### src/sv/pba_pkg.sv
// Shared types and constants for the page bitmap allocator.
// Used by the controller, the datapath and the top level; depends on nothing.
package pba_pkg;

  localparam int ADDR_W     = 32;
  localparam int PAGE_SHIFT = 12;
  localparam int PNUM_W     = ADDR_W - PAGE_SHIFT;
  localparam int MAP_W      = 32;
  localparam int BIT_W      = 5;

  typedef enum logic [2:0] {
    CMD_ALLOC     = 3'd0,
    CMD_RELEASE   = 3'd1,
    CMD_MARK_USED = 3'd2,
    CMD_MARK_FREE = 3'd3,
    CMD_MARK_ALL  = 3'd4
  } cmd_t;

  typedef enum logic [1:0] {
    ST_OK       = 2'd0,
    ST_OOM      = 2'd1,
    ST_WAS_FREE = 2'd2,
    ST_BEYOND   = 2'd3
  } status_t;

  typedef enum logic [3:0] {
    S_INIT,
    S_IDLE,
    S_EXEC,
    S_ALLOC_RD,
    S_ALLOC_CHK,
    S_REL_RD,
    S_REL_WR,
    S_RNG_RD,
    S_RNG_WR,
    S_FILL,
    S_DONE
  } state_t;

  typedef enum logic [2:0] {
    WI_HOLD,
    WI_ZERO,
    WI_CURSOR,
    WI_FIRST,
    WI_INC
  } widx_op_t;

  typedef enum logic [2:0] {
    WR_NONE,
    WR_ONES,
    WR_HIT,
    WR_REL,
    WR_SET,
    WR_CLR
  } wr_sel_t;

  typedef struct packed {
    logic     load;
    widx_op_t widx_op;
    logic     rd_en;
    wr_sel_t  wr_sel;
    logic     mask_cursor;
    logic     cur_zero;
    logic     res_load;
    status_t  res_status;
    logic     res_hit;
  } ctrl_t;

  typedef struct packed {
    logic hit;
    logic last_word;
    logic range_last;
    logic cursor_at_end;
    logic cursor_zero;
    logic beyond;
    logic size_zero;
    logic rel_used;
  } dp_stat_t;

endpackage

### src/sv/pba_ram.sv
// Generic single-clock RAM with one write port and one registered read port.
// Stands alone; used for the page bitmap.
module pba_ram #(
  parameter int WIDTH = 32,
  parameter int DEPTH = 128,
  parameter int AW    = (DEPTH > 1) ? $clog2(DEPTH) : 1
) (
  input  logic             clk,
  input  logic             we,
  input  logic [AW-1:0]    waddr,
  input  logic [WIDTH-1:0] wdata,
  input  logic             re,
  input  logic [AW-1:0]    raddr,
  output logic [WIDTH-1:0] rdata
);

  logic [WIDTH-1:0] mem [DEPTH];

  always_ff @(posedge clk) begin
    if (we) begin
      mem[waddr] <= wdata;
    end
    if (re) begin
      rdata <= mem[raddr];
    end
  end

endmodule

### src/sv/pba_datapath.sv
// Datapath of the page bitmap allocator: bitmap RAM, word index, cursor,
// range bounds, free-bit search and result registers. Depends on pba_pkg and pba_ram.
module pba_datapath import pba_pkg::*; #(
  parameter int NUM_PAGES = 4096
) (
  input  logic               clk,
  input  logic               rst,
  input  logic [ADDR_W-1:0]  addr,
  input  logic [ADDR_W-1:0]  size,
  input  ctrl_t              ctrl,
  output dp_stat_t           stat,
  output logic [ADDR_W-1:0]  page_addr,
  output logic [1:0]         status
);

  localparam int MAP_WORDS = (NUM_PAGES + MAP_W - 1) / MAP_W;
  localparam int WW = (MAP_WORDS > 1) ? $clog2(MAP_WORDS) : 1;
  localparam int PW = $clog2(NUM_PAGES + 1);
  localparam int EW = PNUM_W + 1;
  localparam logic [EW-1:0] NUM_PAGES_E = EW'(NUM_PAGES);
  localparam logic [WW-1:0] LAST_WORD = WW'(MAP_WORDS - 1);

  logic [WW-1:0]        widx;
  logic [PW-1:0]        cursor;
  logic [PNUM_W-1:0]    first_page;
  logic [ADDR_W:0]      end_sum;
  logic                 size_zero;
  logic [PW-1:0]        stop_page;
  logic [WW-1:0]        end_word;
  logic [WW+BIT_W-1:0]  hit_page;
  logic [ADDR_W-1:0]    page_addr_r;
  status_t              status_r;

  logic [MAP_W-1:0]     rdata;
  logic [MAP_W-1:0]     wdata;
  logic                 we;
  logic [MAP_W-1:0]     free_bits;
  logic [MAP_W-1:0]     cur_mask;
  logic [MAP_W-1:0]     lo_mask;
  logic [MAP_W-1:0]     hi_mask;
  logic [MAP_W-1:0]     rng_mask;
  logic [BIT_W-1:0]     enc;
  logic [WW+BIT_W-1:0]  hit_idx;
  logic [EW-1:0]        cur_ext;
  logic [EW-1:0]        end_ext;
  logic [EW-1:0]        end_last;
  logic [EW:0]          end_raw;
  logic [WW-1:0]        cur_word;
  logic [WW-1:0]        first_word;
  logic [BIT_W-1:0]     first_bit;

  function automatic logic [BIT_W-1:0] first_one(input logic [MAP_W-1:0] v);
    logic [BIT_W-1:0] r;
    r = '0;
    for (int i = MAP_W - 1; i >= 0; i--) begin
      if (v[i]) begin
        r = BIT_W'(i);
      end
    end
    return r;
  endfunction

  assign cur_ext    = EW'(cursor);
  assign end_ext    = EW'(stop_page);
  assign end_last   = end_ext - EW'(1);
  assign cur_word   = cur_ext[WW+BIT_W-1:BIT_W];
  assign first_word = first_page[WW+BIT_W-1:BIT_W];
  assign first_bit  = first_page[BIT_W-1:0];
  assign end_raw    = {1'b0, end_sum[ADDR_W:PAGE_SHIFT]}
                    + (EW+1)'(|end_sum[PAGE_SHIFT-1:0]);

  always_comb begin
    cur_mask = '1;
    if (ctrl.mask_cursor && (widx == cur_word)) begin
      cur_mask = '1 << cur_ext[BIT_W-1:0];
    end
    free_bits = ~rdata & cur_mask;
    enc       = first_one(free_bits);
    hit_idx   = {widx, enc};

    lo_mask = '1;
    if (widx == first_word) begin
      lo_mask = '1 << first_bit;
    end
    hi_mask = '1;
    if ((widx == end_word) && (end_ext[BIT_W-1:0] != '0)) begin
      hi_mask = (MAP_W'(1) << end_ext[BIT_W-1:0]) - MAP_W'(1);
    end
    rng_mask = lo_mask & hi_mask;

    we    = 1'b1;
    wdata = rdata;
    case (ctrl.wr_sel)
      WR_ONES: wdata = '1;
      WR_HIT:  wdata = rdata | (MAP_W'(1) << enc);
      WR_REL:  wdata = rdata & ~(MAP_W'(1) << first_bit);
      WR_SET:  wdata = rdata | rng_mask;
      WR_CLR:  wdata = rdata & ~rng_mask;
      default: we = 1'b0;
    endcase
  end

  pba_ram #(
    .WIDTH (MAP_W),
    .DEPTH (MAP_WORDS)
  ) u_map (
    .clk   (clk),
    .we    (we),
    .waddr (widx),
    .wdata (wdata),
    .re    (ctrl.rd_en),
    .raddr (widx),
    .rdata (rdata)
  );

  always_ff @(posedge clk) begin
    if (rst) begin
      widx   <= '0;
      cursor <= '0;
    end else begin
      case (ctrl.widx_op)
        WI_ZERO:   widx <= '0;
        WI_CURSOR: widx <= cur_word;
        WI_FIRST:  widx <= first_word;
        WI_INC:    widx <= widx + WW'(1);
        default:   widx <= widx;
      endcase
      if (ctrl.wr_sel == WR_HIT) begin
        cursor <= PW'(EW'(hit_idx) + EW'(1));
      end else if (ctrl.cur_zero) begin
        cursor <= '0;
      end
    end
  end

  always_ff @(posedge clk) begin
    if (ctrl.load) begin
      first_page <= addr[ADDR_W-1:PAGE_SHIFT];
      end_sum    <= {1'b0, addr} + {1'b0, size};
      size_zero  <= (size == '0);
    end
    if (end_raw > {1'b0, NUM_PAGES_E}) begin
      stop_page <= PW'(NUM_PAGES);
    end else begin
      stop_page <= end_raw[PW-1:0];
    end
    end_word <= end_last[WW+BIT_W-1:BIT_W];
    if (ctrl.wr_sel == WR_HIT) begin
      hit_page <= hit_idx;
    end
    if (ctrl.res_load) begin
      status_r    <= ctrl.res_status;
      page_addr_r <= ctrl.res_hit ? (ADDR_W'(hit_page) << PAGE_SHIFT) : '0;
    end
  end

  assign stat.hit           = |free_bits;
  assign stat.last_word     = (widx == LAST_WORD);
  assign stat.range_last    = (widx == end_word);
  assign stat.cursor_at_end = (cur_ext == NUM_PAGES_E);
  assign stat.cursor_zero   = (cursor == '0);
  assign stat.beyond        = ({1'b0, first_page} >= NUM_PAGES_E);
  assign stat.size_zero     = size_zero;
  assign stat.rel_used      = rdata[first_bit];

  assign page_addr = page_addr_r;
  assign status    = status_r;

endmodule

### config.mk
export PLATFORM = sky130hd
export DESIGN_NAME = pba_datapath
export DESIGN_NICKNAME = d
export VERILOG_FILES = /design/src/sv/pba_pkg.sv /design/src/sv/pba_ram.sv /design/src/sv/pba_datapath.sv
export SDC_FILE = /design/constraint.sdc
export NUM_CORES = 2
export LEC_CHECK = 0
export BUFFER_PORTS_ARGS = -buffer_cell sky130_fd_sc_hd__buf_2
export CORE_ASPECT_RATIO = 0.5
export CORE_UTILIZATION = 50
export CTS_CLUSTER_DIAMETER = 50
export DETAILED_ROUTE_END_ITERATION = 7
export PLACE_DENSITY = 0.7
export SLEW_MARGIN = 15
export SYNTH_ARGS = -nofsm -noshare
export SYNTH_HDL_FRONTEND = slang
export SYNTH_HIERARCHICAL = 1
export SYNTH_SLANG_ARGS = --single-unit
### constraint.sdc
create_clock -name clk -period 10.85 [get_ports clk]
set_input_delay 2.17 -clock clk [delete_from_list [all_inputs] [get_ports clk]]
set_output_delay 2.17 -clock clk [all_outputs]
set_load 0.01 [all_outputs]
==> reports/metrics.json <==
{
  "netlist_instances": 7332,
  "timing.hold.ws_ns": 0.4350,
  "numCtsBuffers": 379,
  "synthesis.area_sq_um": 167600,
  "wire_per_inst_um": 35.19,
  "die_y_um": 411.3,
  "crit_arrival_ns": 7.81,
  "antenna_found_initial": 38,
  "timing.rr.start": "widx[3]$_SDFFE_PP0P_",
  "grt_first_pass_wirelength_mm": 610.3,
  "drtIter0Drc": 12860,
  "fin_util": 0.5647,
  "layout-drive-gt1-share": 0.3141,
  "cell_at_the_root_of_the_clock_tree": "clkbuf_16",
  "end_kind": "flip-flop",
  "hold_buffers": 0,
  "design.core.area_sq_um": 331500,
  "max_slew_margin": 0.1633,
  "via_count_of_the_first_global_routing_pass": 80340,
  "cellPowerDensity_nw_per_um2": 187.1,
  "irDropWorstVdd_uv": 141.7,
  "count_of_placed_standard_cells_including_taps": 11760,
  "first_pass_iters": 8,
  "max_cap_violations": 0,
  "synth.yosys.warnings": 6,
  "power.share.combinational": 0.089,
  "grt_use_total": 0.2576,
  "sequentialPowerShare": 0.540,
  "nets": 7810,
  "intPower_mw": 26.90,
  "routabilityCongestion": 0.8769,
  "finClkSkew_ns": 0.05744,
  "port_buffers": 101,
  "worst_setup_path_startpoint": "ctrl[5]",
  "floorplan.die_area_sq_um": 337600,
  "cts.repair.resized": 0,
  "initial_utilization": 0.5055,
  "run_status": "finished, final reports clean",
  "power_frac_clock": 0.371,
  "grt_overflow": 0,
  "hold_path_class": "reg2reg",
  "async_reset_ff_frac": 0,
  "report.final.setup_viol": 0,
  "area_of_the_multi_input_gates_sq_um": 39800,
  "totalNegativeSetupSlack_ns": 0,
  "dr_wl_met2_mm": 190.0,
  "unrepaired_setup_endpoints_after_global_routing": "no",
  "cts_tree": "built",
  "power_leakage_nw": 56.00,
  "min_from": "stop_page[11]$_SDFF_PN0_",
  "min_period_over_period": 0.6661,
  "wl_mm": 438.4,
  "std_cell_rows": 149,
  "timing.critical_path.required_ns": 11.44,
  "largest_net_degree_at_the_start_of_global_routing": 126,
  "worst-slew-pin-transition_ns": 1.245,
  "register_area_sq_um": 127200,
  "synth.ff_latch_count": 4247,
  "syn_avg_cell_area_sq_um": 22.85,
  "cp_max_fo": 65,
  "detail_route.vias_per_cell": 6.677,
  "area_growth_pct": 11.72,
  "detail_route.wirelength.met1_mm": 168.6,
  "place.detailed.hpwl_mm": 243.2,
  "clkLatencyLatePin_ns": 0.93,
  "final-hold-violation-count": 0,
  "via_count": 83200,
  "maximum_operating_frequency_mhz": 138.4,
  "synth_enable_flop_cells": 4208,
  "routed-wl-met3_mm": 68.56,
  "n_fill_cell": 23530,
  "ios": 122,
  "synth.distinct_cells": 84,
  "clkSlewWorstSetupHoldPaths_ns": 0.06,
  "sequential_to_total_area_share_from_yosys_stat": 0.7588,
  "power.share.switching": 0.2319,
  "clock_sink_count": 4247,
  "finalCriticalPeriod_ns": 7.228,
  "count_of_non_filler_cells_in_the_finished_layout": 12460,
  "post-cts-setup-buffers": 0,
  "detail_route.drc_violations": 0,
  "critPathLaunchType": "input pin",
  "die_width_um": 820.7,
  "dominantRegCellSynth": "edfxtp_1",
  "cts_buffer_depth": 4,
  "drt.antenna.violating_nets": 0,
  "cts-htree-levels": 5,
  "highest_layer": "met5",
  "critPathKind": "in2reg",
  "switchingPower_mw": 8.124,
  "maxSlewViolCount": 0
}
logic make-up (layout without fill, tap and decap cells):
logic type | Yosys count | count (layout) | synth area share
AO/OA/AOI/OAI | 440 | 440 | 0.01818
XOR/XNOR | 67 | 67 | 0.003502
adder cells (fa/ha/maj) | 43 | 43 | 0.003256
buffers and inverters | 462 | 1102 | 0.01171
flip-flops | 4247 | 4247 | 0.7588
multiplexers | 1415 | 1415 | 0.1860
other | 1 | 35 | 0.00002238
AND/OR/NAND/NOR | 657 | 657 | 0.01855
cells in the final DEF (no fill, tap or decap), drive strengths merged, types with 23 or more instances in the layout:
| cell | n |
|---|---|
| a21oi | 95 |
| edfxtp | 4208 |
| nor2b | 23 |
| mux2 | 42 |
| o22ai | 40 |
| xnor2 | 38 |
| nor4 | 25 |
| xor2 | 29 |
| nand3 | 53 |
| nand2 | 116 |
| nor2 | 262 |
| o21ai | 55 |
| o211ai | 39 |
| mux4 | 1354 |
| inv | 46 |
| nor3 | 48 |
| nand2b | 24 |
| dfxtp | 39 |
| ha | 42 |
| bufinv | 24 |
| clkinv | 172 |
| buf | 381 |
| clkbuf | 467 |
| a311oi | 23 |
| and2 | 28 |
critical path, cell delays in order:
cell	delay, ns
buf_2	0.11
nand2_1	0.08
nor4_2	0.96
a31oi_1	0.24
a2111oi_0	0.41
a21oi_1	0.16
o221ai_1	0.29
a31oi_1	0.35
inv_1	0.37
ha_1	0.39
ha_1	0.33
nand2_1	0.07
a21boi_0	0.33
a2bb2oi_4	0.21
buf_4	0.56
buf_4	0.68
power groups by stage:
stage          registers, mW  logic, mW  clock network (mW)
2_1_floorplan           19.3       1.78                   0
3_3_place_gp            19.3       2.99                   0
3_5_place_dp            19.3       3.05                   0
4_1_cts                 18.9       3.06                13.1
5_1_grt                 18.9       3.27                13.7
6_report                18.9       3.11                13.0
Yosys cell counts (33+ instances only):
cell	count	area share
edfxtp_1	4208	0.75
mux4_2	1354	0.18
nor2_1	262	0.0059
clkbuf_1	255	0.0057
nand2_1	116	0.0026
a21oi_1	94	0.0028
buf_2	83	0.0025
buf_1	59	0.0013
o21ai_0	55	0.0016
nand3_1	53	0.0016
nor3_1	45	0.0013
ha_1	42	0.0031
mux2_2	42	0.0028
o22ai_1	40	0.0015
dfxtp_1	39	0.0047
o211ai_1	39	0.0017
xnor2_1	38	0.0020
inv_1	33	0.00074
registers in the layout, summed over array words and instances, names as in the netlist, 2 cells and up:
signal       cells
u_map/mem     4096
end_sum         33
u_map/rdata     32
first_page      20
cursor          13
hit_page        12
page_addr       12
stop_page       12
end_word         7
widx             7
status           2
final timing paths:
check | depth (start not counted) | endpoint | slack, ns
worst max-delay path | 16 | u_map/mem[123][27]$_DFFE_PP_ | 3.62
worst min-delay path | 1 | end_word[6]$_DFF_P_ | 0.44
worst max register to register | 15 | u_map/mem[123][27]$_DFFE_PP_ | 3.71
worst min register to register | 1 | end_word[6]$_DFF_P_ | 0.44
routing by layer:
| layer | global-route usage | up-vias |
|---|---|---|
| li1 | - | 32240 |
| met3 | 0.09445 | 729 |
| met1 | 0.3835 | 44410 |
| met5 | 0 | - |
| met4 | 0.06139 | 30 |
| met2 | 0.3666 | 5790 |
per-stage QoR:
| step | total power, mW | instance area [sq um] | worst slack (ns) |
|---|---|---|---|
| 2_1_floorplan | 21.07 | 167600 | 0.2669 |
| 3_3_place_gp | 22.26 | 175400 | 3.063 |
| 3_5_place_dp | 22.32 | 175400 | 2.913 |
| 4_1_cts | 35.11 | 187100 | 3.852 |
| 5_1_grt | 35.91 | 187200 | 3.442 |
| 6_report | 35.03 | 187200 | 3.622 |
cell type report:
cell class / instances / area share
multi-input combinational: 2642 / 0.2126
clock buffer: 467 / 0.05334
antenna: 15 / 0.0002005
tap: 4454 / 0.02977
timing repair buffer: 381 / 0.01442
inverter: 36 / 0.0007219
sequential: 4247 / 0.6794
clock inverter: 218 / 0.009545
(Power assumes the default switching activity.)
