<file path="config.mk">
export PLATFORM = sky130hd
export DESIGN_NAME = pba_ctrl
export DESIGN_NICKNAME = d
export VERILOG_FILES = /design/src/sv/pba_pkg.sv /design/src/sv/pba_ctrl.sv
export SDC_FILE = /design/constraint.sdc
export NUM_CORES = 1
export LEC_CHECK = 0
export BUFFER_PORTS_ARGS = -buffer_cell sky130_fd_sc_hd__buf_2
export CORE_ASPECT_RATIO = 0.8
export CORE_MARGIN = 2
export CORE_UTILIZATION = 52
export CTS_CLUSTER_SIZE = 30
export DETAILED_ROUTE_END_ITERATION = 6
export HOLD_SLACK_MARGIN = 0.1
export PLACE_DENSITY = 0.83
export SETUP_SLACK_MARGIN = 0.3
export SLEW_MARGIN = 20
export SYNTH_ARGS = -nofsm -noshare
export SYNTH_HDL_FRONTEND = slang
export SYNTH_SLANG_ARGS = --single-unit
</file>
<file path="constraint.sdc">
create_clock -name clk -period 5 [get_ports clk]
set_clock_uncertainty 0.15 [all_clocks]
set_input_delay 0.5 -clock clk [delete_from_list [all_inputs] [get_ports clk]]
set_output_delay 0.5 -clock clk [all_outputs]
set_load 0.005 [all_outputs]
</file>
<file path="src/sv/pba_pkg.sv">
// Shared types and constants for the page bitmap allocator.
// Used by the controller, the datapath and the top level; depends on nothing.
package pba_pkg;

  localparam int ADDR_W     = 32;
  localparam int PAGE_SHIFT = 12;
  localparam int PNUM_W     = ADDR_W - PAGE_SHIFT;
  localparam int MAP_W      = 32;
  localparam int BIT_W      = 5;

  typedef enum logic [2:0] {
    CMD_ALLOC     = 3'd0,
    CMD_RELEASE   = 3'd1,
    CMD_MARK_USED = 3'd2,
    CMD_MARK_FREE = 3'd3,
    CMD_MARK_ALL  = 3'd4
  } cmd_t;

  typedef enum logic [1:0] {
    ST_OK       = 2'd0,
    ST_OOM      = 2'd1,
    ST_WAS_FREE = 2'd2,
    ST_BEYOND   = 2'd3
  } status_t;

  typedef enum logic [3:0] {
    S_INIT,
    S_IDLE,
    S_EXEC,
    S_ALLOC_RD,
    S_ALLOC_CHK,
    S_REL_RD,
    S_REL_WR,
    S_RNG_RD,
    S_RNG_WR,
    S_FILL,
    S_DONE
  } state_t;

  typedef enum logic [2:0] {
    WI_HOLD,
    WI_ZERO,
    WI_CURSOR,
    WI_FIRST,
    WI_INC
  } widx_op_t;

  typedef enum logic [2:0] {
    WR_NONE,
    WR_ONES,
    WR_HIT,
    WR_REL,
    WR_SET,
    WR_CLR
  } wr_sel_t;

  typedef struct packed {
    logic     load;
    widx_op_t widx_op;
    logic     rd_en;
    wr_sel_t  wr_sel;
    logic     mask_cursor;
    logic     cur_zero;
    logic     res_load;
    status_t  res_status;
    logic     res_hit;
  } ctrl_t;

  typedef struct packed {
    logic hit;
    logic last_word;
    logic range_last;
    logic cursor_at_end;
    logic cursor_zero;
    logic beyond;
    logic size_zero;
    logic rel_used;
  } dp_stat_t;

endpackage

</file>
<file path="src/sv/pba_ctrl.sv">
// Controller state machine of the page bitmap allocator: request and response
// handshakes, command sequencing and result status. Depends on pba_pkg.
module pba_ctrl import pba_pkg::*; (
  input  logic       clk,
  input  logic       rst,
  input  logic       req_valid,
  output logic       req_stall,
  input  logic [2:0] cmd,
  output logic       rsp_valid,
  input  logic       rsp_stall,
  output ctrl_t      ctrl,
  input  dp_stat_t   stat
);

  state_t     state, state_next;
  logic [2:0] cmd_q;
  logic       wrapped, wrapped_next;
  status_t    pend_status, pend_status_next;
  logic       pend_hit, pend_hit_next;
  logic       rsp_valid_next;

  always_ff @(posedge clk) begin
    if (rst) begin
      state     <= S_INIT;
      wrapped   <= 1'b0;
      rsp_valid <= 1'b0;
    end else begin
      state     <= state_next;
      wrapped   <= wrapped_next;
      rsp_valid <= rsp_valid_next;
    end
  end

  always_ff @(posedge clk) begin
    if (ctrl.load) begin
      cmd_q <= cmd;
    end
    pend_status <= pend_status_next;
    pend_hit    <= pend_hit_next;
  end

  always_comb begin
    state_next         = state;
    wrapped_next       = wrapped;
    pend_status_next   = pend_status;
    pend_hit_next      = pend_hit;
    req_stall          = 1'b1;
    ctrl.load          = 1'b0;
    ctrl.widx_op       = WI_HOLD;
    ctrl.rd_en         = 1'b0;
    ctrl.wr_sel        = WR_NONE;
    ctrl.mask_cursor   = 1'b0;
    ctrl.cur_zero      = 1'b0;
    ctrl.res_load      = 1'b0;
    ctrl.res_status    = pend_status;
    ctrl.res_hit       = pend_hit;

    unique case (state)
      S_INIT: begin
        ctrl.wr_sel  = WR_ONES;
        ctrl.widx_op = WI_INC;
        if (stat.last_word) begin
          state_next = S_IDLE;
        end
      end
      S_IDLE: begin
        req_stall    = 1'b0;
        ctrl.widx_op = WI_ZERO;
        if (req_valid) begin
          ctrl.load  = 1'b1;
          state_next = S_EXEC;
        end
      end
      S_EXEC: begin
        pend_status_next = ST_OK;
        pend_hit_next    = 1'b0;
        unique case (cmd_q)
          CMD_ALLOC: begin
            state_next = S_ALLOC_RD;
            if (stat.cursor_at_end) begin
              wrapped_next = 1'b1;
              ctrl.widx_op = WI_ZERO;
            end else begin
              wrapped_next = 1'b0;
              ctrl.widx_op = WI_CURSOR;
            end
          end
          CMD_RELEASE: begin
            if (stat.beyond) begin
              pend_status_next = ST_BEYOND;
              state_next       = S_DONE;
            end else begin
              ctrl.widx_op = WI_FIRST;
              state_next   = S_REL_RD;
            end
          end
          CMD_MARK_USED, CMD_MARK_FREE: begin
            if (stat.beyond) begin
              pend_status_next = ST_BEYOND;
              state_next       = S_DONE;
            end else if (stat.size_zero) begin
              state_next = S_DONE;
            end else begin
              ctrl.widx_op = WI_FIRST;
              state_next   = S_RNG_RD;
            end
          end
          CMD_MARK_ALL: begin
            ctrl.widx_op = WI_ZERO;
            state_next   = S_FILL;
          end
          default: begin
            state_next = S_DONE;
          end
        endcase
      end
      S_ALLOC_RD: begin
        ctrl.rd_en = 1'b1;
        state_next = S_ALLOC_CHK;
      end
      S_ALLOC_CHK: begin
        ctrl.mask_cursor = !wrapped;
        if (stat.hit) begin
          ctrl.wr_sel   = WR_HIT;
          pend_hit_next = 1'b1;
          state_next    = S_DONE;
        end else if (stat.last_word) begin
          if (!wrapped && !stat.cursor_zero) begin
            wrapped_next = 1'b1;
            ctrl.widx_op = WI_ZERO;
            state_next   = S_ALLOC_RD;
          end else begin
            ctrl.cur_zero    = 1'b1;
            pend_status_next = ST_OOM;
            state_next       = S_DONE;
          end
        end else begin
          ctrl.widx_op = WI_INC;
          state_next   = S_ALLOC_RD;
        end
      end
      S_REL_RD: begin
        ctrl.rd_en = 1'b1;
        state_next = S_REL_WR;
      end
      S_REL_WR: begin
        ctrl.wr_sel      = WR_REL;
        pend_status_next = stat.rel_used ? ST_OK : ST_WAS_FREE;
        state_next       = S_DONE;
      end
      S_RNG_RD: begin
        ctrl.rd_en = 1'b1;
        state_next = S_RNG_WR;
      end
      S_RNG_WR: begin
        ctrl.wr_sel = (cmd_q == CMD_MARK_USED) ? WR_SET : WR_CLR;
        if (stat.range_last) begin
          state_next = S_DONE;
        end else begin
          ctrl.widx_op = WI_INC;
          state_next   = S_RNG_RD;
        end
      end
      S_FILL: begin
        ctrl.wr_sel  = WR_ONES;
        ctrl.widx_op = WI_INC;
        if (stat.last_word) begin
          state_next = S_DONE;
        end
      end
      S_DONE: begin
        if (!rsp_valid || !rsp_stall) begin
          ctrl.res_load = 1'b1;
          state_next    = S_IDLE;
        end
      end
      default: begin
        state_next = S_IDLE;
      end
    endcase

    rsp_valid_next = ctrl.res_load || (rsp_valid && rsp_stall);
  end

endmodule

</file>
==> results by group, run 1 <==
Detailed routing
  – Post-route ant nets: 0
  – Iter 0 DRT Violations: 67
  – DRT Wirelength: 2230 um
  – Drt via density: 6.28
  – Per-cell routed wire length: 14.3 um
  – DRC Markers: 0
  – 1st-pass router iterations: 4
  – Vias post-DR: 980

Place
  – Port buffer count: 30
  – Placer Congestion: 0.941
  – Setup slack after placement: 2.38 ns
  – Hpwl dp: 1690 um

Timing
  – Min Tclk post-route: 2.99 ns
  – Post-route setup slack: 2.01 ns
  – Setup_tns: 0 ns
  – RSZ-0062 raised after global routing: false
  – Setup Viol. Count Final: 0
  – Worst slew margin: 0.380
  – Worst slew pin tran: 0.922 ns
  – Fmax: 0.334 GHz
  – Number of max-slew violations in the final report: 0
  – Tcrit/Tclk final: 0.599
  – Hold Vio Cnt, Final: 0

Final layout
  – Commonest non-fill, non-tap cell in the layout: buf_2
  – Layout cells sized above 1: 0.284
  – # fillers: 121
  – Area Growth Syn to Fin: 18.1%
  – Final #Nets: 151
  – Most frequent cells in the layout: buf_2, nor2_1
  – N_diodes: 0

Worst setup path
  – Worst path max stage delay: 0.82 ns
  – CP Class: register to output port
  – Critical path fanouts, max: 16
  – Critical Path, Cell by Cell: inv_2 > nor4_1 > o21ai_0 > nand3_1 > buf_2
  – WP data required: 4.35 ns
  – Critical path arrival: 2.34 ns
  – Startpoint types: register
  – Crit-path slowest cell: nor4_1
  – Worst Setup End Kind: output port

Floorplanning
  – Die area: 2050 um^2
  – # IOs: 31
  – Die X-Extent: 50.1 um
  – Initial Util: 0.550
  – Placeable Area: 1610 um^2
  – Rows: 13
  – DIE HEIGHT: 40.9 um

Logic synthesis
  – Area share of the largest cell type after synthesis: 0.203
  – Post-synth cell types: 39
  – Syn_area_per_cell: 8.05 um^2
  – Register area share after synthesis: 0.339
  – Post-synth top area cell: edfxtp_1
  – Top area cells in the synthesized netlist: edfxtp_1, dfxtp_1, nor2_1
  – Register bit total from synthesis: 12
  – Mapped Area: 886 um^2
  – Synth warn: 0
  – Post-synthesis cell count: 110
  – Post-Syn Nets: 125

Power
  – Leakage: 0.479 nW
  – Pwr dens: 229 nW/um^2
  – VDD IR max: 0.156 mV

Clock network
  – CTS Sinks: 12
  – CTS Hold Bufs: 0
  – Clock Latency Late Sink: 0.28 ns
  – CTS tree: built
  – CTS H-tree depth: 1
  – Clock Pin Slew Worst Setup and Hold Paths: 0.07 ns
  – Max Buffers Root-to-Sink: 2
  – Resized cells post-CTS: 0
  – Total CTS buffers: 3
  – Setup Fix Bufs, Post-CTS: 0
  – Clock Tree Root: clkbuf_4

GRT
  – Number of global-route vias before repair: 835
  – GRT Residual Overflow: 0
  – Overall routing resource usage: 0.243
  – Largest net degree at the start of global routing: 24
  – Initial antenna violation count: 0
  – First-pass GRT wire length: 3630 um

Run
  – Max cap viols: 0

Min path
  – Hold Path Class: input port to register

Run status
  – Status: finished clean
==> power breakdown <==
part	internal, W	total (W)	switching, W	leakage (nW)
Combinational	0.0000271	0.0000601	0.0000330	0.362
Sequential	0.000109	0.000120	0.0000117	0.103
Clock	0.0000280	0.0000595	0.0000315	0.0138
==> kinds of logic after synthesis <==
family	Yosys count	synth area share
buffers and inverters	15	0.0706
DFF	12	0.339
AOI/OAI and AO/OA	40	0.326
and+or+nand+nor	43	0.264
==> per-layer routing <==
metal | global-route usage | up-vias | routed length [um]
met2 | 0.441 | 51 | 1070
li1 | - | 474 | -
met3 | 0.0912 | 3 | 231
met5 | 0 | - | 0
met4 | 0.0278 | 0 | 9
met1 | 0.289 | 452 | 927
==> area by class of cell <==
cell class	instances	area, um^2	share of cell area
Clock buffer	3	22.5	0.0215
Tap cell	22	27.5	0.0263
Timing Repair Buffer	30	150	0.144
Inverter	6	22.5	0.0215
Multi-Input combinational cell	83	523	0.500
Sequential cell	12	300	0.287
==> worst max-delay path, delay by kind of cell, from the launching register on <==
kind,cells,cell delay (ns)
simple gates,2,0.95
flops,1,0.64
compound gates,1,0.20
buf+inv,2,0.27
==> synth_stat cells, drive strengths merged <==
master,instances
o21ai,6
or4,1
nor3,6
o2111ai,1
a41o,1
o211a,2
nand4,2
a2111oi,3
nand2,4
edfxtp,6
clkbuf,7
nand3,4
buf,2
inv,6
nand2b,2
a21o,5
a221o,1
a31oi,4
or3b,1
o21a,3
a21oi,6
o31ai,3
nand3b,3
o221ai,1
nor2,14
a21boi,1
o32ai,1
nor4,1
dfxtp,6
nand4b,1
or2,1
and3,2
a221oi,2
nor3b,1
==> state kept, by name (all words and copies together), names as in the netlist <==
name / cells
rsp_valid: 1
pend_hit: 1
cmd_q: 3
wrapped: 1
state: 4
pend_status: 2
==> per-stage QoR <==
step	cells	utilization	power [W]	hold WS, ns	cell area (um^2)
after floorplan	110	-	0.000157	0.359	886
after global placement	153	0.636	0.000182	0.411	1020
after detailed placement	153	0.636	0.000182	0.422	1020
after CTS	156	0.650	0.000241	0.244	1050
after global routing	156	0.650	0.000253	0.242	1050
final	156	0.650	0.000240	0.250	1050
==> path summary, 6_finish.rpt <==
| check | slack [ns] | endpoint | startpoint | cells after the start |
|---|---|---|---|---|
| max | 2.01 | ctrl[10] | state[1]$_SDFFE_PP0P_ | 5 |
| min | 0.25 | cmd_q[0]$_DFFE_PP_ | cmd[0] | 1 |
| max reg2reg | 2.64 | state[3]$_SDFFE_PP0P_ | state[1]$_SDFFE_PP0P_ | 4 |
| min reg2reg | 0.45 | rsp_valid$_SDFF_PP0_ | rsp_valid$_SDFF_PP0_ | 2 |
(Power assumes the default switching activity.)
==> run 2, diff against run 1 <==
CORE_UTILIZATION = 44   (was 52)
PLACE_DENSITY = 0.75   (was 0.83)
clock period = 2.7 ns   (was 5 ns; I/O delays follow)
==> run 2 against run 1 <==
Via count is 4.2% higher. Utilization decreased by 1.9 points. Combinational power is 140% higher. Die area is 17% higher. Count of clock-buffer cells in the layout up 1. Sequential power up 78%. Worst hold slack got worse by 0.11 ns. Critical endpoint unchanged. Largest power group unchanged.
==> results by group, run 2 (synthesis gave the netlist of run 1 again) <==
Floorplanning
  – Rows: 14
  – Die area: 2390 um^2
  – Placeable Area: 1890 um^2
  – DIE HEIGHT: 44.1 um
  – Die X-Extent: 54.2 um
  – Initial Util: 0.468
  – # IOs: 31

Detailed routing
  – Post-route ant nets: 0
  – DRC Markers: 0
  – Vias post-DR: 1,021
  – Drt via density: 5.90
  – Iter 0 DRT Violations: 50
  – 1st-pass router iterations: 4
  – DRT Wirelength: 2590 um
  – Per-cell routed wire length: 15.0 um

Place
  – Hpwl dp: 1700 um
  – Setup slack after placement: 0.362 ns
  – DP Cell Count: 159
  – Placer Congestion: 0.908
  – Port buffer count: 30

GRT
  – GRT Residual Overflow: 0
  – First-pass GRT wire length: 4090 um
  – Initial antenna violation count: 0
  – Number of global-route vias before repair: 953
  – Largest net degree at the start of global routing: 23
  – Overall routing resource usage: 0.234

Final layout
  – Layout cells sized above 1: 0.356
  – N_diodes: 0
  – Commonest non-fill, non-tap cell in the layout: buf_2
  – Max reg flops: 4
  – Most frequent cells in the layout: buf_2, nor2_1, buf_4
  – Final #Nets: 165
  – Most flops, register: state
  – Top flop regs: state (4), cmd_q (3), pend_status (2)
  – Area Growth Syn to Fin: 34.7%
  – Fin cells: 173

Worst setup path
  – R2R Path End: state[0]$_SDFFE_PP0P_
  – R2R cell count: 5
  – WP data required: 2.28 ns
  – CP Class: register to output port
  – Critical path arrival: 1.95 ns
  – R2R Path Start: state[2]$_SDFFE_PP0P_
  – CP startpoint: state[0]$_SDFFE_PP0P_
  – Worst R2R Setup Slack: 0.86 ns
  – Worst Setup End Kind: output port
  – Startpoint types: register
  – Critical path fanouts, max: 8

Min path
  – HP Start: stat[0]
  – Worst Hold End: pend_status[1]$_DFFE_PP_
  – Hold Path Class: input port to register
  – Hold path depth: 2

Timing
  – Post-route setup slack: 0.326 ns
  – Tcrit/Tclk final: 0.879
  – Fmax: 0.421 GHz
  – Hold Vio Cnt, Final: 0
  – Number of max-slew violations in the final report: 0
  – Worst slew pin tran: 0.546 ns
  – RSZ-0062 raised after global routing: false
  – Setup Viol. Count Final: 0
  – Setup_tns: 0 ns
  – Min Tclk post-route: 2.37 ns
  – Worst slew margin: 0.627

Power
  – Pwr dens: 428 nW/um^2
  – Leakage: 0.563 nW
  – VDD IR max: 0.284 mV

Run
  – Max cap viols: 0

Clock network
  – Total CTS buffers: 3
  – Clock Tree Root: clkbuf_4
  – CTS H-tree depth: 1
  – Clock Pin Slew Worst Setup and Hold Paths: 0.09 ns
  – CTS tree: built
  – Clock Latency Late Sink: 0.29 ns
  – Max Buffers Root-to-Sink: 2
  – CTS Sinks: 12

Run status
  – Status: finished clean
## run 2: worst max path at each step
stage               depth (start not counted)  slack, ns        to
floorplan                                   5       0.71  ctrl[10]
global placement                            5       0.40  ctrl[10]
detailed placement                          5       0.36  ctrl[10]
CTS                                         5       0.31  ctrl[10]
global route                                6       0.26  ctrl[10]
finish                                      5       0.33  ctrl[10]
## run 2: final cells by class
class                   instances  area [um^2]
clock buffers                   4         36.3
fillers                       164          698
inverters                       6         22.5
multi-input cells              83          532
flip-flops and latches         12          308
well taps                      24         30.0
repair buffers                 44          265
## run 2: stage by stage
stage	power (W)	util	cell area (um^2)	hold slack, ns
after floorplan	0.000291	-	886	0.189
after global placement	0.000338	0.558	1060	0.297
after detailed placement	0.000340	0.558	1060	0.298
after CTS	0.000495	0.606	1150	0.138
after global routing	0.000539	0.631	1190	0.148
final	0.000511	0.631	1190	0.142
## run 2: routing by layer
| layer | share of wire | GRT usage |
|---|---|---|
| met5 | 0 | 0 |
| met3 | 0.099 | 0.0642 |
| met4 | 0.0054 | 0.0800 |
| met2 | 0.47 | 0.366 |
| met1 | 0.42 | 0.308 |
## run 2: where the power goes
group          switching (W)  leakage [nW]  internal (W)
clock network      0.0000689        0.0210     0.0000821
registers          0.0000121         0.105      0.000201
logic              0.0000784         0.438     0.0000680
total               0.000159         0.563      0.000352
## run 2: critical path: stages (launching register included)
cell,delay [ns]
dfxtp_4,0.37
or3b_4,0.44
nand2b_4,0.17
or4_4,0.50
nand3_2,0.09
buf_2,0.11
## run 2: timing repair
item | CTS | global route
setup buffers | 1 | 5
pin swaps | 0 | 1
hold endpoints to repair | 5 | 0
gates resized for setup | 4 | 3
endpoints found under the setup margin | 1 | 1
hold buffers | 4 | 0
==> run 3, diff against run 2 <==
RECOVER_POWER = 100   (was not set)
==> run 3 against run 2 <==
Register-to-register slack got worse by 0.15 ns. Cell area decreased by 2.8%. Setup slack got worse by 0.10 ns. First-iteration DRC count increased by 12%. Total power decreased by 1.2%. Combinational power decreased by 3%. Flip-flop and latch count unchanged. Non-clock buffer count unchanged. Global-route usage unchanged. Critical path depth unchanged. Critical path type unchanged.
==> results by group, run 3 (synthesis gave the netlist of run 1 again) <==
Detailed routing
  – Iter 0 DRT Violations: 56
  – DRT Wirelength: 2570 um
  – Top routing layer used: met4
  – Met3 Wirelength: 255 um
  – 1st-pass router iterations: 4
  – Vias post-DR: 1,043
  – Routed met1 length: 1080 um
  – Drt via density: 6.03
  – DRC Markers: 0
  – Met2 routed WL: 1230 um
  – Per-cell routed wire length: 14.8 um
  – Post-route ant nets: 0

Power
  – Sw frac: 0.312
  – Leakage: 0.498 nW
  – Pwr dens: 435 nW/um^2
  – Logic gate share of total power: 0.281
  – VDD IR max: 0.282 mV
  – Sw power: 0.000158 W
  – Sequential share of power: 0.422
  – Clk pwr share: 0.297
  – Internal: 0.000347 W

Place
  – Placer Congestion: 0.908
  – Setup slack after placement: 0.362 ns
  – Port buffer count: 30
  – Hpwl dp: 1700 um

Floorplanning
  – Initial Util: 0.468
  – Die X-Extent: 54.2 um
  – Die area: 2390 um^2
  – Placeable Area: 1890 um^2
  – DIE HEIGHT: 44.1 um
  – Rows: 14
  – # IOs: 31

Min path
  – Worst Hold End: pend_status[1]$_DFFE_PP_
  – Hold Path Class: input port to register
  – HP Start: stat[0]
  – Hold path depth: 2

GRT
  – Initial antenna violation count: 0
  – First-pass GRT wire length: 4090 um
  – Number of global-route vias before repair: 953
  – Overall routing resource usage: 0.234
  – Largest net degree at the start of global routing: 23
  – GRT Residual Overflow: 0

Clock network
  – Total CTS buffers: 3
  – Clock Tree Root: clkbuf_4
  – Clock Pin Slew Worst Setup and Hold Paths: 0.09 ns
  – Max Buffers Root-to-Sink: 2
  – CTS H-tree depth: 1
  – CTS Sinks: 12
  – Clock Latency Late Sink: 0.28 ns
  – CTS tree: built

Worst setup path
  – R2R cell count: 5
  – Cell class contributing the biggest share of worst-path delay: simple AND/OR/NAND/NOR gates
  – Worst Setup End Kind: output port
  – Critical path arrival: 2.06 ns
  – Worst path max stage delay: 0.51 ns
  – Critical Path, Cell by Cell: or3b_1 > nand2b_1 > or4_4 > nand3_2 > buf_2
  – CP startpoint: state[0]$_SDFFE_PP0P_
  – R2R Path End: state[0]$_SDFFE_PP0P_
  – Startpoint types: register
  – Critical path fanouts, max: 8
  – WP data required: 2.28 ns
  – Crit-path slowest cell: or4_4
  – R2R Path Start: state[2]$_SDFFE_PP0P_
  – CP Class: register to output port
  – Worst Path Buf+Inv: 1
  – Worst R2R Setup Slack: 0.71 ns

Timing
  – Min Tclk post-route: 2.48 ns
  – Fmax: 0.404 GHz
  – Hold Vio Cnt, Final: 0
  – Number of max-slew violations in the final report: 0
  – Post-route setup slack: 0.224 ns
  – Tcrit/Tclk final: 0.917
  – Setup_tns: 0 ns
  – Worst slew margin: 0.621
  – RSZ-0062 raised after global routing: false
  – Worst slew pin tran: 0.554 ns
  – Setup Viol. Count Final: 0

Final layout
  – Max reg flops: 4
  – Commonest non-fill, non-tap cell in the layout: buf_2
  – Most frequent cells in the layout: buf_2, nor2_1, clkbuf_1
  – Most flops, register: state
  – N_diodes: 0
  – Final #Nets: 165
  – Layout cells sized above 1: 0.248
  – Top flop regs: state (4), cmd_q (3), pend_status (2)
  – Area Growth Syn to Fin: 30.9%
  – Final core occ: 0.613

Run
  – Max cap viols: 0

Run status
  – Status: finished clean
[run 3: changes by cell type in the layout (fill, tap and decap cells not counted), sizes merged]
cell | before | now
buf | 40 | 25
clkbuf | 4 | 19
[run 3: cell type report]
type	instances	area, um^2
fill	178	732
tap	24	30.0
timing repair buffer	44	243
sequential	12	308
clock buffer	4	36.3
multi-input combinational	83	520
inverter	6	22.5
[run 3: worst max path at each step]
| stage | slack [ns] | endpoint | cells after the start |
|---|---|---|---|
| after floorplan | 0.71 | ctrl[10] | 5 |
| after global placement | 0.40 | ctrl[10] | 5 |
| after detailed placement | 0.36 | ctrl[10] | 5 |
| after CTS | 0.31 | ctrl[10] | 5 |
| after global routing | 0.15 | ctrl[10] | 5 |
| final | 0.22 | ctrl[10] | 5 |
[run 3: power by group through the flow]
stage                     combinational [W]  sequential (W)  clock [W]
after floorplan                   0.0000803        0.000211          0
after global placement             0.000119        0.000219          0
after detailed placement           0.000120        0.000220          0
after CTS                          0.000127        0.000215   0.000153
after global routing               0.000156        0.000215   0.000163
final                              0.000142        0.000213   0.000150
[run 3: per-stage QoR]
stage	std cells	instance area, um^2	hold WS [ns]	total power [W]
after floorplan	110	886	0.189	0.000291
after global placement	159	1060	0.297	0.000338
after detailed placement	159	1060	0.298	0.000340
after CTS	168	1150	0.138	0.000495
after global routing	173	1160	0.152	0.000534
final	173	1160	0.150	0.000505
[run 3: per-layer routing]
| metal | GRT usage | vias to the layer above |
|---|---|---|
| li1 | - | 495 |
| met1 | 0.308 | 486 |
| met2 | 0.366 | 60 |
| met3 | 0.0642 | 2 |
| met4 | 0.0800 | 0 |
| met5 | 0 | - |
[run 3: timing repair]
action / 4_1_cts / 5_1_grt
hold buffers: 4 / 0
pin swaps: 0 / 1
resized for setup: 4 / 3
cloned: 0 / 0
endpoints found under the setup margin: 1 / 1
setup buffers: 1 / 5
hold endpoints to repair: 5 / 0
